[src/rtl/core/prsi_pkg.sv]
// Shared constants, types and command/status structs for the per-symbol RSI block.
// Used by the controller, datapath, divider and top level.
`default_nettype none
package prsi_pkg;

  localparam int NUM_SYMBOLS_DEF = 256;
  localparam int MAX_WINDOW_DEF  = 64;

  localparam int SYM_IN_W  = 8;
  localparam int PRICE_W   = 32;
  localparam int DAY_W     = 20;
  localparam int LEN_W     = 7;
  localparam int SUM_W     = 38;
  localparam int AVG_W     = 40;
  localparam int RSI_W     = 23;
  localparam int DIV_NUM_W = 64;
  localparam int DIV_DEN_W = 40;
  localparam int PROD_W    = SUM_W + LEN_W;

  localparam logic [LEN_W-1:0] WL_RESET  = 7'd14;
  localparam logic [LEN_W-1:0] RSI_SCALE = 7'd100;
  localparam logic [RSI_W-1:0] RSI_FULL  = 23'd6553600;

  typedef enum logic [1:0] {
    SEL_GAIN,
    SEL_LOSS,
    SEL_RSI
  } div_sel_e;

  typedef struct packed {
    logic     capture;
    logic     rec_load;
    logic     first_wr;
    logic     win_upd;
    logic     div_start;
    logic     div_store;
    div_sel_e div_sel;
    logic     rsi_direct;
    logic     out_load;
  } cmd_t;

  typedef struct packed {
    logic drop;
    logic first_or_zero;
    logic emit;
    logic loss_zero;
    logic div_busy;
    logic out_busy;
  } status_t;

endpackage
`default_nettype wire

[src/rtl/core/prsi_ctrl.sv]
// Controller: sequences record lookup, window update, up to 3 divides, output load.
// Depends on prsi_pkg.
`default_nettype none
module prsi_ctrl (
  input  wire logic              clk_i,
  input  wire logic              rst_ni,
  input  wire logic              in_valid_i,
  output logic                   in_stall_o,
  input  wire prsi_pkg::status_t status_i,
  output prsi_pkg::cmd_t         cmd_o
);
  import prsi_pkg::*;

  localparam logic [3:0] S_IDLE = 4'd0;
  localparam logic [3:0] S_REC  = 4'd1;
  localparam logic [3:0] S_WIN  = 4'd2;
  localparam logic [3:0] S_DG   = 4'd3;
  localparam logic [3:0] S_DGW  = 4'd4;
  localparam logic [3:0] S_DL   = 4'd5;
  localparam logic [3:0] S_DLW  = 4'd6;
  localparam logic [3:0] S_DR   = 4'd7;
  localparam logic [3:0] S_DRW  = 4'd8;
  localparam logic [3:0] S_OUT  = 4'd9;

  logic [3:0] state_q, state_d;

  always_comb begin
    state_d = state_q;
    cmd_o   = '0;
    cmd_o.div_sel = SEL_GAIN;
    unique case (state_q)
      S_IDLE: begin
        if (in_valid_i && !status_i.drop) begin
          cmd_o.capture = 1'b1;
          state_d = S_REC;
        end
      end
      S_REC: begin
        if (status_i.first_or_zero) begin
          cmd_o.first_wr = 1'b1;
          state_d = S_IDLE;
        end else begin
          cmd_o.rec_load = 1'b1;
          state_d = S_WIN;
        end
      end
      S_WIN: begin
        cmd_o.win_upd = 1'b1;
        state_d = status_i.emit ? S_DG : S_IDLE;
      end
      S_DG: begin
        cmd_o.div_start = 1'b1;
        state_d = S_DGW;
      end
      S_DGW: begin
        if (!status_i.div_busy) begin
          cmd_o.div_store = 1'b1;
          state_d = S_DL;
        end
      end
      S_DL: begin
        cmd_o.div_sel = SEL_LOSS;
        cmd_o.div_start = 1'b1;
        state_d = S_DLW;
      end
      S_DLW: begin
        cmd_o.div_sel = SEL_LOSS;
        if (!status_i.div_busy) begin
          cmd_o.div_store = 1'b1;
          if (status_i.loss_zero) begin
            cmd_o.rsi_direct = 1'b1;
            state_d = S_OUT;
          end else begin
            state_d = S_DR;
          end
        end
      end
      S_DR: begin
        cmd_o.div_sel = SEL_RSI;
        cmd_o.div_start = 1'b1;
        state_d = S_DRW;
      end
      S_DRW: begin
        cmd_o.div_sel = SEL_RSI;
        if (!status_i.div_busy) begin
          cmd_o.div_store = 1'b1;
          state_d = S_OUT;
        end
      end
      S_OUT: begin
        if (!status_i.out_busy) begin
          cmd_o.out_load = 1'b1;
          state_d = S_IDLE;
        end
      end
      default: state_d = S_IDLE;
    endcase
  end

  always_ff @(posedge clk_i or negedge rst_ni) begin
    if (!rst_ni) begin
      state_q <= S_IDLE;
    end else begin
      state_q <= state_d;
    end
  end

  assign in_stall_o = state_q != S_IDLE;

endmodule
`default_nettype wire

[config.mk]
export PLATFORM = sky130hd
export DESIGN_NAME = prsi_ctrl
export DESIGN_NICKNAME = d
export VERILOG_FILES = /design/src/rtl/core/prsi_pkg.sv /design/src/rtl/core/prsi_ctrl.sv
export SDC_FILE = /design/constraint.sdc
export NUM_CORES = 1
export LEC_CHECK = 0
export ABC_AREA = 1
export BUFFER_PORTS_ARGS = -buffer_cell sky130_fd_sc_hd__buf_2
export CAP_MARGIN = 20
export CORE_AREA = 2 2 39 41
export DETAILED_ROUTE_END_ITERATION = 10
export DIE_AREA = 0 0 41 43
export GPL_TIMING_DRIVEN = 0
export PLACE_DENSITY = 0.59
export SETUP_SLACK_MARGIN = 0.15
export SYNTH_ARGS = -nofsm -noshare
export SYNTH_HDL_FRONTEND = slang
export SYNTH_SLANG_ARGS = --single-unit
[constraint.sdc]
create_clock -name clk_i -period 1.5 [get_ports clk_i]
set_input_delay 0.15 -clock clk_i [delete_from_list [all_inputs] [get_ports clk_i]]
set_output_delay 0.15 -clock clk_i [all_outputs]
set_load 0.02 [all_outputs]
==> results of run 1 <==
-- Yosys cell counts --
cell type	count
clkinv_1	1
inv_2	5
nand4_1	1
nand2_2	5
dfrtp_1	4
nor4_1	2
nor2_1	7
nand3_2	1
nand2_1	26
nor3_1	1
a21oi_1	3
nor2_4	1
nor2_2	5
inv_1	7
o22ai_1	1
nand3_1	5
-- logic make-up (layout without fill, tap and decap cells) --
kind of cell	Yosys count	count (layout)	share of synthesized area (%)
buffers and inverters	13	50	11.44
AND/OR/NAND/NOR	54	54	60.12
AO/OA/AOI/OAI	4	4	4.985
flip-flops	4	4	23.46
-- layout make-up --
cell class / instances / area [um2] / area share (%)
multi-input cells: 58 / 371.6 / 45.14
clock buffers: 3 / 22.52 / 2.736
repair buffers: 34 / 249.0 / 30.24
well taps: 16 / 20.02 / 2.432
flip-flops and latches: 4 / 105.1 / 12.77
inverters: 13 / 55.05 / 6.687
-- routing by layer --
metal  vias up  part of all wire, %  global-route usage (%)
met2        23                   53                   27.50
met4         0                 0.73                   4.000
met1       278                   39                   20.59
met3         2                  7.0                   3.141
met5         -                    0                       0
li1        311                    -                       -
-- worst register-to-register path, cell delays in order, from the launching register on --
cell	delay (ns)
dfrtp_2	0.43
buf_4	0.16
nor2_2	0.14
nand2_2	0.08
buf_4	0.15
a21oi_1	0.15
nor2_2	0.07
nand2_1	0.07
nand2_1	0.05
-- stage by stage --
step           cell area [um2]  worst slack, ns   TNS [ns]  utilization [%]
5_1_grt                  823.3        -0.003591  -0.003591            59.49
2_1_floorplan            432.9           0.1471          0                -
3_5_place_dp             548.0           0.2372          0            39.60
6_report                 823.3          0.04436          0            59.49
3_3_place_gp             548.0           0.2077          0            39.60
4_1_cts                  685.7          0.06384          0            49.55
-- final timing paths --
path	from	to	slack, ns	cells after the start
max in group asynchronous	rst_ni	state_q[2]	1.12	2
min reg2reg	state_q[2]	state_q[2]	0.55	2
max	state_q[2]	cmd_o[4]	0.04	5
min	status_i[0]	state_q[0]	0.20	3
min in group asynchronous	rst_ni	state_q[0]	0.25	2
max reg2reg	state_q[2]	state_q[2]	0.10	8
-- where the power goes --
group | leakage [uW] | switching, uW | total, uW | internal [uW]
Combinational | 0.000400 | 779 | 1390 | 615
Sequential | 0.0000475 | 103 | 270 | 167
Clock | 0.0000138 | 37.2 | 126 | 89.0
-- what timing repair did --
action / CTS / global route
gates resized for setup: 22 / 18
pin swaps: 5 / 9
endpoints found under the setup margin: 10 / 14
endpoints found under the hold margin: 4 / 0
setup buffers: 5 / 9
hold buffers: 1 / 0
==> reports/qor.yml, run 1 <==
finalCritPeriodShare_pct: 97.04
dp_hpwl_um: 850.3
ys_types: 16
netlist_instances: 75
p_per_area_mw_per_mm2: 2174
yosys_warnings: 0
tightest_slew_ns: 0.2153
setup_viol: 0
crit_path_end_kind: "output port"
dr.first_iter.drc_count: 8
cp_slowest_cell: "dfrtp_2"
cp_cell_sequence: "buf_4, nor2_2, nand2_2, a21oi_2, buf_4"
overflow: 0
fin_cells: 128
post_drt_wl_per_cell_um: 10.70
via_per_inst: 4.797
synth.largest_area_cell: "dfrtp_1"
antenna_found_initial: 0
hold_path.class: "in2reg"
total_power_uw: 1790
ir_drop_mv: 0.8734
path_class: "reg2out"
drt_first_pass_iters: 4
cts_made_buffers: 3
rsz0062_at_grt: "true"
cts_tree: "done"
synth_area_leaders: "dfrtp_1 (23%), nand2_1 (23%), nand2_2 (7.3%), nor2_2 (7.3%), inv_1 (6.2%)"
syn_to_final_growth_pct: 92.96
drcViolationCount: 0
ant_nets: 0
clock_path_buffers: 2
crit_fanout: 4
avgSynthCellArea_um2: 5.689
synth_top_area_share_pct: 23.46
grt_max_degree: 7
htreeDepth: 1
syn_area_um2: 426.7
synth_seq_cells: 4
cts_sinks: 4
final_cell_mix: "nand2_1 (22), buf_4 (17), buf_2 (11)"
grt_usage_pct: 16.45
pin_count: 20
arrival_ns: 1.31
core.rowCount: 14
nFillCells: 129
largest_reg_flops: 4
placedCellCount: 110
cp_num_buf_inv: 2
outcome: "complete, no violations"
critPathMaxStageDelay_ns: 0.43
cts_root_buffer: "clkbuf_4"
max_freq_ghz: 0.6870
grt_pass1_wl_mm: 2.049
reg_top3: "state_q: 4 flops"
num_vias: 614
slew_headroom_pct: 85.52
maxCapViolations: 0
insertion_delay_ns: 0.23
drive_gt1_share_pct: 61.61
min_period_ns: 1.456
synth_nets: 84
holdWs_ns: 0.2036
cellLeakagePower_uw: 0.0004609
layout.nets: 123
cp_common_cell: "buf_4"
dieArea_mm2: 0.001763
cp.required_ns: 1.35
totalWireLength_mm: 1.369
place_congestion: 0.8368
port_buffers: 19
start_kind: "register"
antennaDiodeCount: 0
fin_worst_skew_ns: 0.001460
clkSlewWorstSetupHoldPaths_ns: 0.04
layout_commonest_cell: "nand2_1"
grt_pass1_vias: 532
slew_violations: 0
core-area_mm2: 0.001384
die_x_um: 41
initial_core_util_pct: 30.83
finalHoldViolations: 0
cpLargestDelayFamily: "flip-flops"
yosysSeqAreaShare_pct: 23.46
top_register: "state_q"
fp.dieH_um: 43
Power figures use the tool's default switching activity.
==> inputs of run 2 (changes only) <==
--- a/config.mk
+++ b/config.mk
@@ -13,6 +13,7 @@
 export DIE_AREA = 0 0 41 43
 export GPL_TIMING_DRIVEN = 0
 export PLACE_DENSITY = 0.59
+export REMOVE_ABC_BUFFERS = 1
 export SETUP_SLACK_MARGIN = 0.15
 export SYNTH_ARGS = -nofsm -noshare
 export SYNTH_HDL_FRONTEND = slang
==> run 2 against run 1 <==
Net effect: sequential power rose by 6%; sequential share of layout area rose by 1.8 points; critical path depth rose by 1; count of clock-buffer cells in the layout did not move; register-to-register slack improved by 0.12 ns; worst hold slack improved by 0.0014 ns; final cell count fell by 5.5%; maximum frequency rose by 0.72%; global-route usage fell by 0.85 points; largest cell class unchanged; largest power group unchanged.
==> reports/qor.yml, run 2 (synthesis results as in run 1) <==
drt_first_pass_iters: 3
rrSetupSlack_ns: 0.22
cp.required_ns: 1.35
layout.nets: 116
die_x_um: 41
insertion_delay_ns: 0.24
final_cell_mix: "nand2_1 (24), buf_2 (11), buf_4 (11)"
p_seq_share_pct: 18.3
placedCellCount: 110
p_int_uw: 726.2
core.rowCount: 14
grt_usage_pct: 15.59
largest_reg_flops: 4
grt_pass1_wl_mm: 1.856
critPathMaxStageDelay_ns: 0.47
power_frac_comb_pct: 73.2
switching_share_pct: 53.45
path_class: "reg2out"
reg_top3: "state_q: 4 flops"
cts_root_buffer: "clkbuf_4"
antennaDiodeCount: 0
clkSlewWorstSetupHoldPaths_ns: 0.04
cts_sinks: 4
cts_made_buffers: 3
total_power_uw: 1560
cellLeakagePower_uw: 0.0004105
fin_worst_skew_ns: 0.002882
syn_to_final_growth_pct: 69.50
initial_core_util_pct: 30.83
dr.first_iter.drc_count: 8
rsz0062_at_grt: "true"
min_period_ns: 1.445
crit_path_end_kind: "output port"
fin_cells: 121
dieArea_mm2: 0.001763
placedInstanceArea_um2: 541.8
tightest_slew_ns: 0.1985
core-area_mm2: 0.001384
num_vias: 568
finalCritPeriodShare_pct: 96.35
ant_nets: 0
cts_tree: "done"
top_register: "state_q"
setup_viol: 0
hold_path.class: "in2reg"
htreeDepth: 1
drive_gt1_share_pct: 55.24
slew_headroom_pct: 86.65
antenna_found_initial: 0
grt_pass1_vias: 479
drcViolationCount: 0
port_buffers: 19
pwr-share-clk_pct: 8.5
slew_violations: 0
cp_cell_sequence: "nor2_4, nand2_2, inv_2, nand2_2, nor2_1, buf_4"
crit_fanout: 5
pre_cts_slack_ns: 0.2365
finalHoldViolations: 0
clock_path_buffers: 2
ir_drop_mv: 1.040
place_congestion: 0.8135
dp_hpwl_um: 882.6
switchingPower_uw: 833.8
cp_common_cell: "nand2_2"
layout_setup_ws_ns: 0.05482
via_per_inst: 4.694
grt_max_degree: 7
holdWs_ns: 0.2051
overflow: 0
outcome: "complete, no violations"
post_drt_wl_per_cell_um: 10.35
layout_commonest_cell: "nand2_1"
start_kind: "register"
pin_count: 20
maxCapViolations: 0
p_per_area_mw_per_mm2: 2157
cp_slowest_cell: "dfrtp_2"
max_freq_ghz: 0.6920
nFillCells: 158
arrival_ns: 1.30
fp.dieH_um: 43
totalWireLength_mm: 1.252
final_area_um2: 723.2
[run 2: timing repair]
action                                 in CTS  in global routing
hold buffers                                1                  0
endpoints found under the hold margin       4                  0
setup endpoints to repair                   9                 11
buffers inserted                            2                  5
pin swaps                                   2                  6
resized for setup                          13                 19
[run 2: power groups by stage]
stage               Clock, uW  Sequential [uW]  Combinational, uW
finish                    133              285               1140
global route              149              296               1260
CTS                       138              272                960
detailed placement          0              247                860
global placement            0              249                856
floorplan                   0              232                660
[run 2: path summary, 6_finish.rpt]
check                       startpoint  cells after the start          to
max                         state_q[3]                      6    cmd_o[1]
min                        status_i[0]                      3  state_q[0]
max reg2reg                 state_q[1]                      8  state_q[1]
min reg2reg                 state_q[3]                      2  state_q[3]
max in group asynchronous       rst_ni                      2  state_q[0]
min in group asynchronous       rst_ni                      2  state_q[3]
[run 2: cell type report]
| cell class | instances | area, um2 | share of cell area, % |
|---|---|---|---|
| multi-input combinational | 58 | 326.6 | 45.16 |
| sequential | 4 | 105.1 | 14.53 |
| timing repair buffer | 27 | 192.7 | 26.64 |
| inverter | 13 | 56.30 | 7.785 |
| tap | 16 | 20.02 | 2.768 |
| clock buffer | 3 | 22.52 | 3.114 |
[run 2: through the flow]
step | setup TNS (ns) | util, %
6_report | 0 | 52.26
5_1_grt | -0.05892 | 52.26
4_1_cts | 0 | 45.39
3_5_place_dp | 0 | 39.15
3_3_place_gp | 0 | 39.15
2_1_floorplan | 0 | -
[run 2: worst max-delay path: cells and delay by family (launching register included)]
| family | cells | cell delay [ns] |
|---|---|---|
| simple gates | 4 | 0.38 |
| flops | 1 | 0.47 |
| buf+inv | 2 | 0.20 |
[run 2: layer usage]
metal  global-route usage (%)  vias up  share of wire (%)  routed length (um)
met5                        0        -                  0                   0
met4                    6.000        0                  0                   0
met3                    4.712        0                4.5                  56
met2                    25.94       14                 56                 702
met1                    17.48      261                 39                 493
li1                         -      293                  -                   -
==> inputs of run 3 (changes only) <==
--- a/config.mk
+++ b/config.mk
@@ -11,8 +11,7 @@
 export CORE_AREA = 2 2 39 41
 export DETAILED_ROUTE_END_ITERATION = 10
 export DIE_AREA = 0 0 41 43
-export GPL_TIMING_DRIVEN = 0
-export PLACE_DENSITY = 0.59
+export PLACE_DENSITY = 0.61
 export REMOVE_ABC_BUFFERS = 1
 export SETUP_SLACK_MARGIN = 0.15
 export SYNTH_ARGS = -nofsm -noshare
==> constraint.sdc (replaced) <==
create_clock -name clk_i -period 1.2 [get_ports clk_i]
set_input_delay 0.12 -clock clk_i [delete_from_list [all_inputs] [get_ports clk_i]]
set_output_delay 0.12 -clock clk_i [all_outputs]
set_load 0.02 [all_outputs]
==> run 3 against run 2 <==
Net effect: the run now ends with setup timing left; count of clock-buffer cells in the layout unchanged; first-iteration DRC count increased by 25%; wire length increased by 25%; utilization increased by 5.8 points.
==> reports/qor.yml, run 3 (synthesis results as in run 1) <==
core.rowCount: 14
grt_pass1_vias: 527
ir_drop_mv: 1.249
hold_path.class: "in2reg"
dr.first_iter.drc_count: 10
cts_made_buffers: 3
maxCapViolations: 0
cts_tree: "done"
place_congestion: 0.8940
fin_tns_setup_ns: -2.804
totalWireLength_mm: 1.569
grt_usage_pct: 17.46
cts_sinks: 4
overflow: 0
clkSlewWorstSetupHoldPaths_ns: 0.04
rsz0062_at_grt: "true"
reg_top3: "state_q: 4 flops"
dp_hpwl_um: 925.2
grt_pass1_wl_mm: 2.035
via_per_inst: 5.008
htreeDepth: 1
crit_fanout: 6
globalRouteMet2Util_pct: 29.06
violations: "setup timing"
drcViolationCount: 0
min_period_ns: 1.453
final_cell_mix: "nand2_1 (24), buf_4 (18), buf_2 (9)"
fp.dieH_um: 43
post_drt_wl_per_cell_um: 12.55
nFillCells: 122
cellLeakagePower_uw: 0.0004430
outcome: "finished, violations left"
num_vias: 626
fin_worst_skew_ns: 0.005464
tightest_slew_ns: 0.2509
use_met3_pct: 0
slew_violations: 0
cp.required_ns: 1.08
holdWs_ns: 0.1725
finalCritPeriodShare_pct: 121.1
slew_headroom_pct: 83.13
crit_path_end_kind: "output port"
start_kind: "register"
grt.busiest_layer: "met2"
p_per_area_mw_per_mm2: 2650
initial_core_util_pct: 30.83
drive_gt1_share_pct: 61.47
cts_root_buffer: "clkbuf_4"
syn_to_final_growth_pct: 88.27
port_buffers: 19
core-area_mm2: 0.001384
max_freq_ghz: 0.6880
ant_nets: 0
largest_reg_flops: 4
grt_max_degree: 7
setup_viol: 15
die_x_um: 41
layout_commonest_cell: "nand2_1"
arrival_ns: 1.33
clock_path_buffers: 2
drt_first_pass_iters: 4
layout_setup_ws_ns: -0.2535
pin_count: 20
post-route-util_pct: 58.05
finalHoldViolations: 0
antenna_found_initial: 0
path_class: "reg2out"
top_register: "state_q"
insertion_delay_ns: 0.24
dieArea_mm2: 0.001763
met1_usage_pct: 19.28
antennaDiodeCount: 0
layout.nets: 120
==> run 3: changes by cell type in the layout (fill, tap and decap cells not counted), sizes merged <==
| cell | change |
|---|---|
| buf | +4 |
==> run 3: routing by layer <==
layer	part of all wire, %	up-vias
li1	-	302
met1	34	289
met2	59	29
met3	6.0	6
met4	1.0	0
met5	0	-
==> run 3: power by group <==
part | leakage (uW) | switching (uW) | internal (uW) | total, uW
clock | 0.0000138 | 60.5 | 112 | 173
sequential | 0.0000475 | 178 | 209 | 386
combinational | 0.000382 | 912 | 658 | 1570
==> run 3: layout make-up <==
cell class,count,area [um2],area share [%]
clock buffers,3,22.52,2.804
inverters,13,58.81,7.321
multi-input cells,58,372.9,46.42
flip-flops and latches,4,105.1,13.08
well taps,16,20.02,2.492
repair buffers,31,224.0,27.88
==> run 3: worst max-delay path, stage by stage, from the launching register on <==
cell     delay (ns)
dfrtp_2        0.47
nor2_4         0.19
nand2_2        0.10
a21oi_2        0.16
buf_4          0.16
==> run 3: per-stage QoR <==
stage          cells  power, uW  instance area [um2]  worst slack, ns
2_1_floorplan     75       1115                426.7          -0.1382
3_3_place_gp     113       1439                564.3         -0.06813
3_5_place_dp     113       1432                564.3         -0.03734
4_1_cts          123       1886                699.4          -0.2203
5_1_grt          125       2289                803.3          -0.2995
6_report         125       2129                803.3          -0.2535
==> run 3: repair_timing <==
action	CTS	global route
buffers inserted	6	2
setup endpoints to repair	15	15
gates resized for setup	20	23
hold buffers	1	0
pin swaps	4	7
endpoints found under the hold margin	4	0
==> run 3: final timing paths <==
check / start / end / slack (ns) / cells past startpoint
setup / recovery: state_q[1] / cmd_o[4] / -0.25 / 4
setup reg to reg: state_q[1] / state_q[2] / -0.17 / 8
hold / removal: status_i[0] / state_q[0] / 0.17 / 3
max in group asynchronous: rst_ni / state_q[2] / 0.85 / 2
hold reg to reg: state_q[3] / state_q[3] / 0.61 / 2
min in group asynchronous: rst_ni / state_q[0] / 0.21 / 2
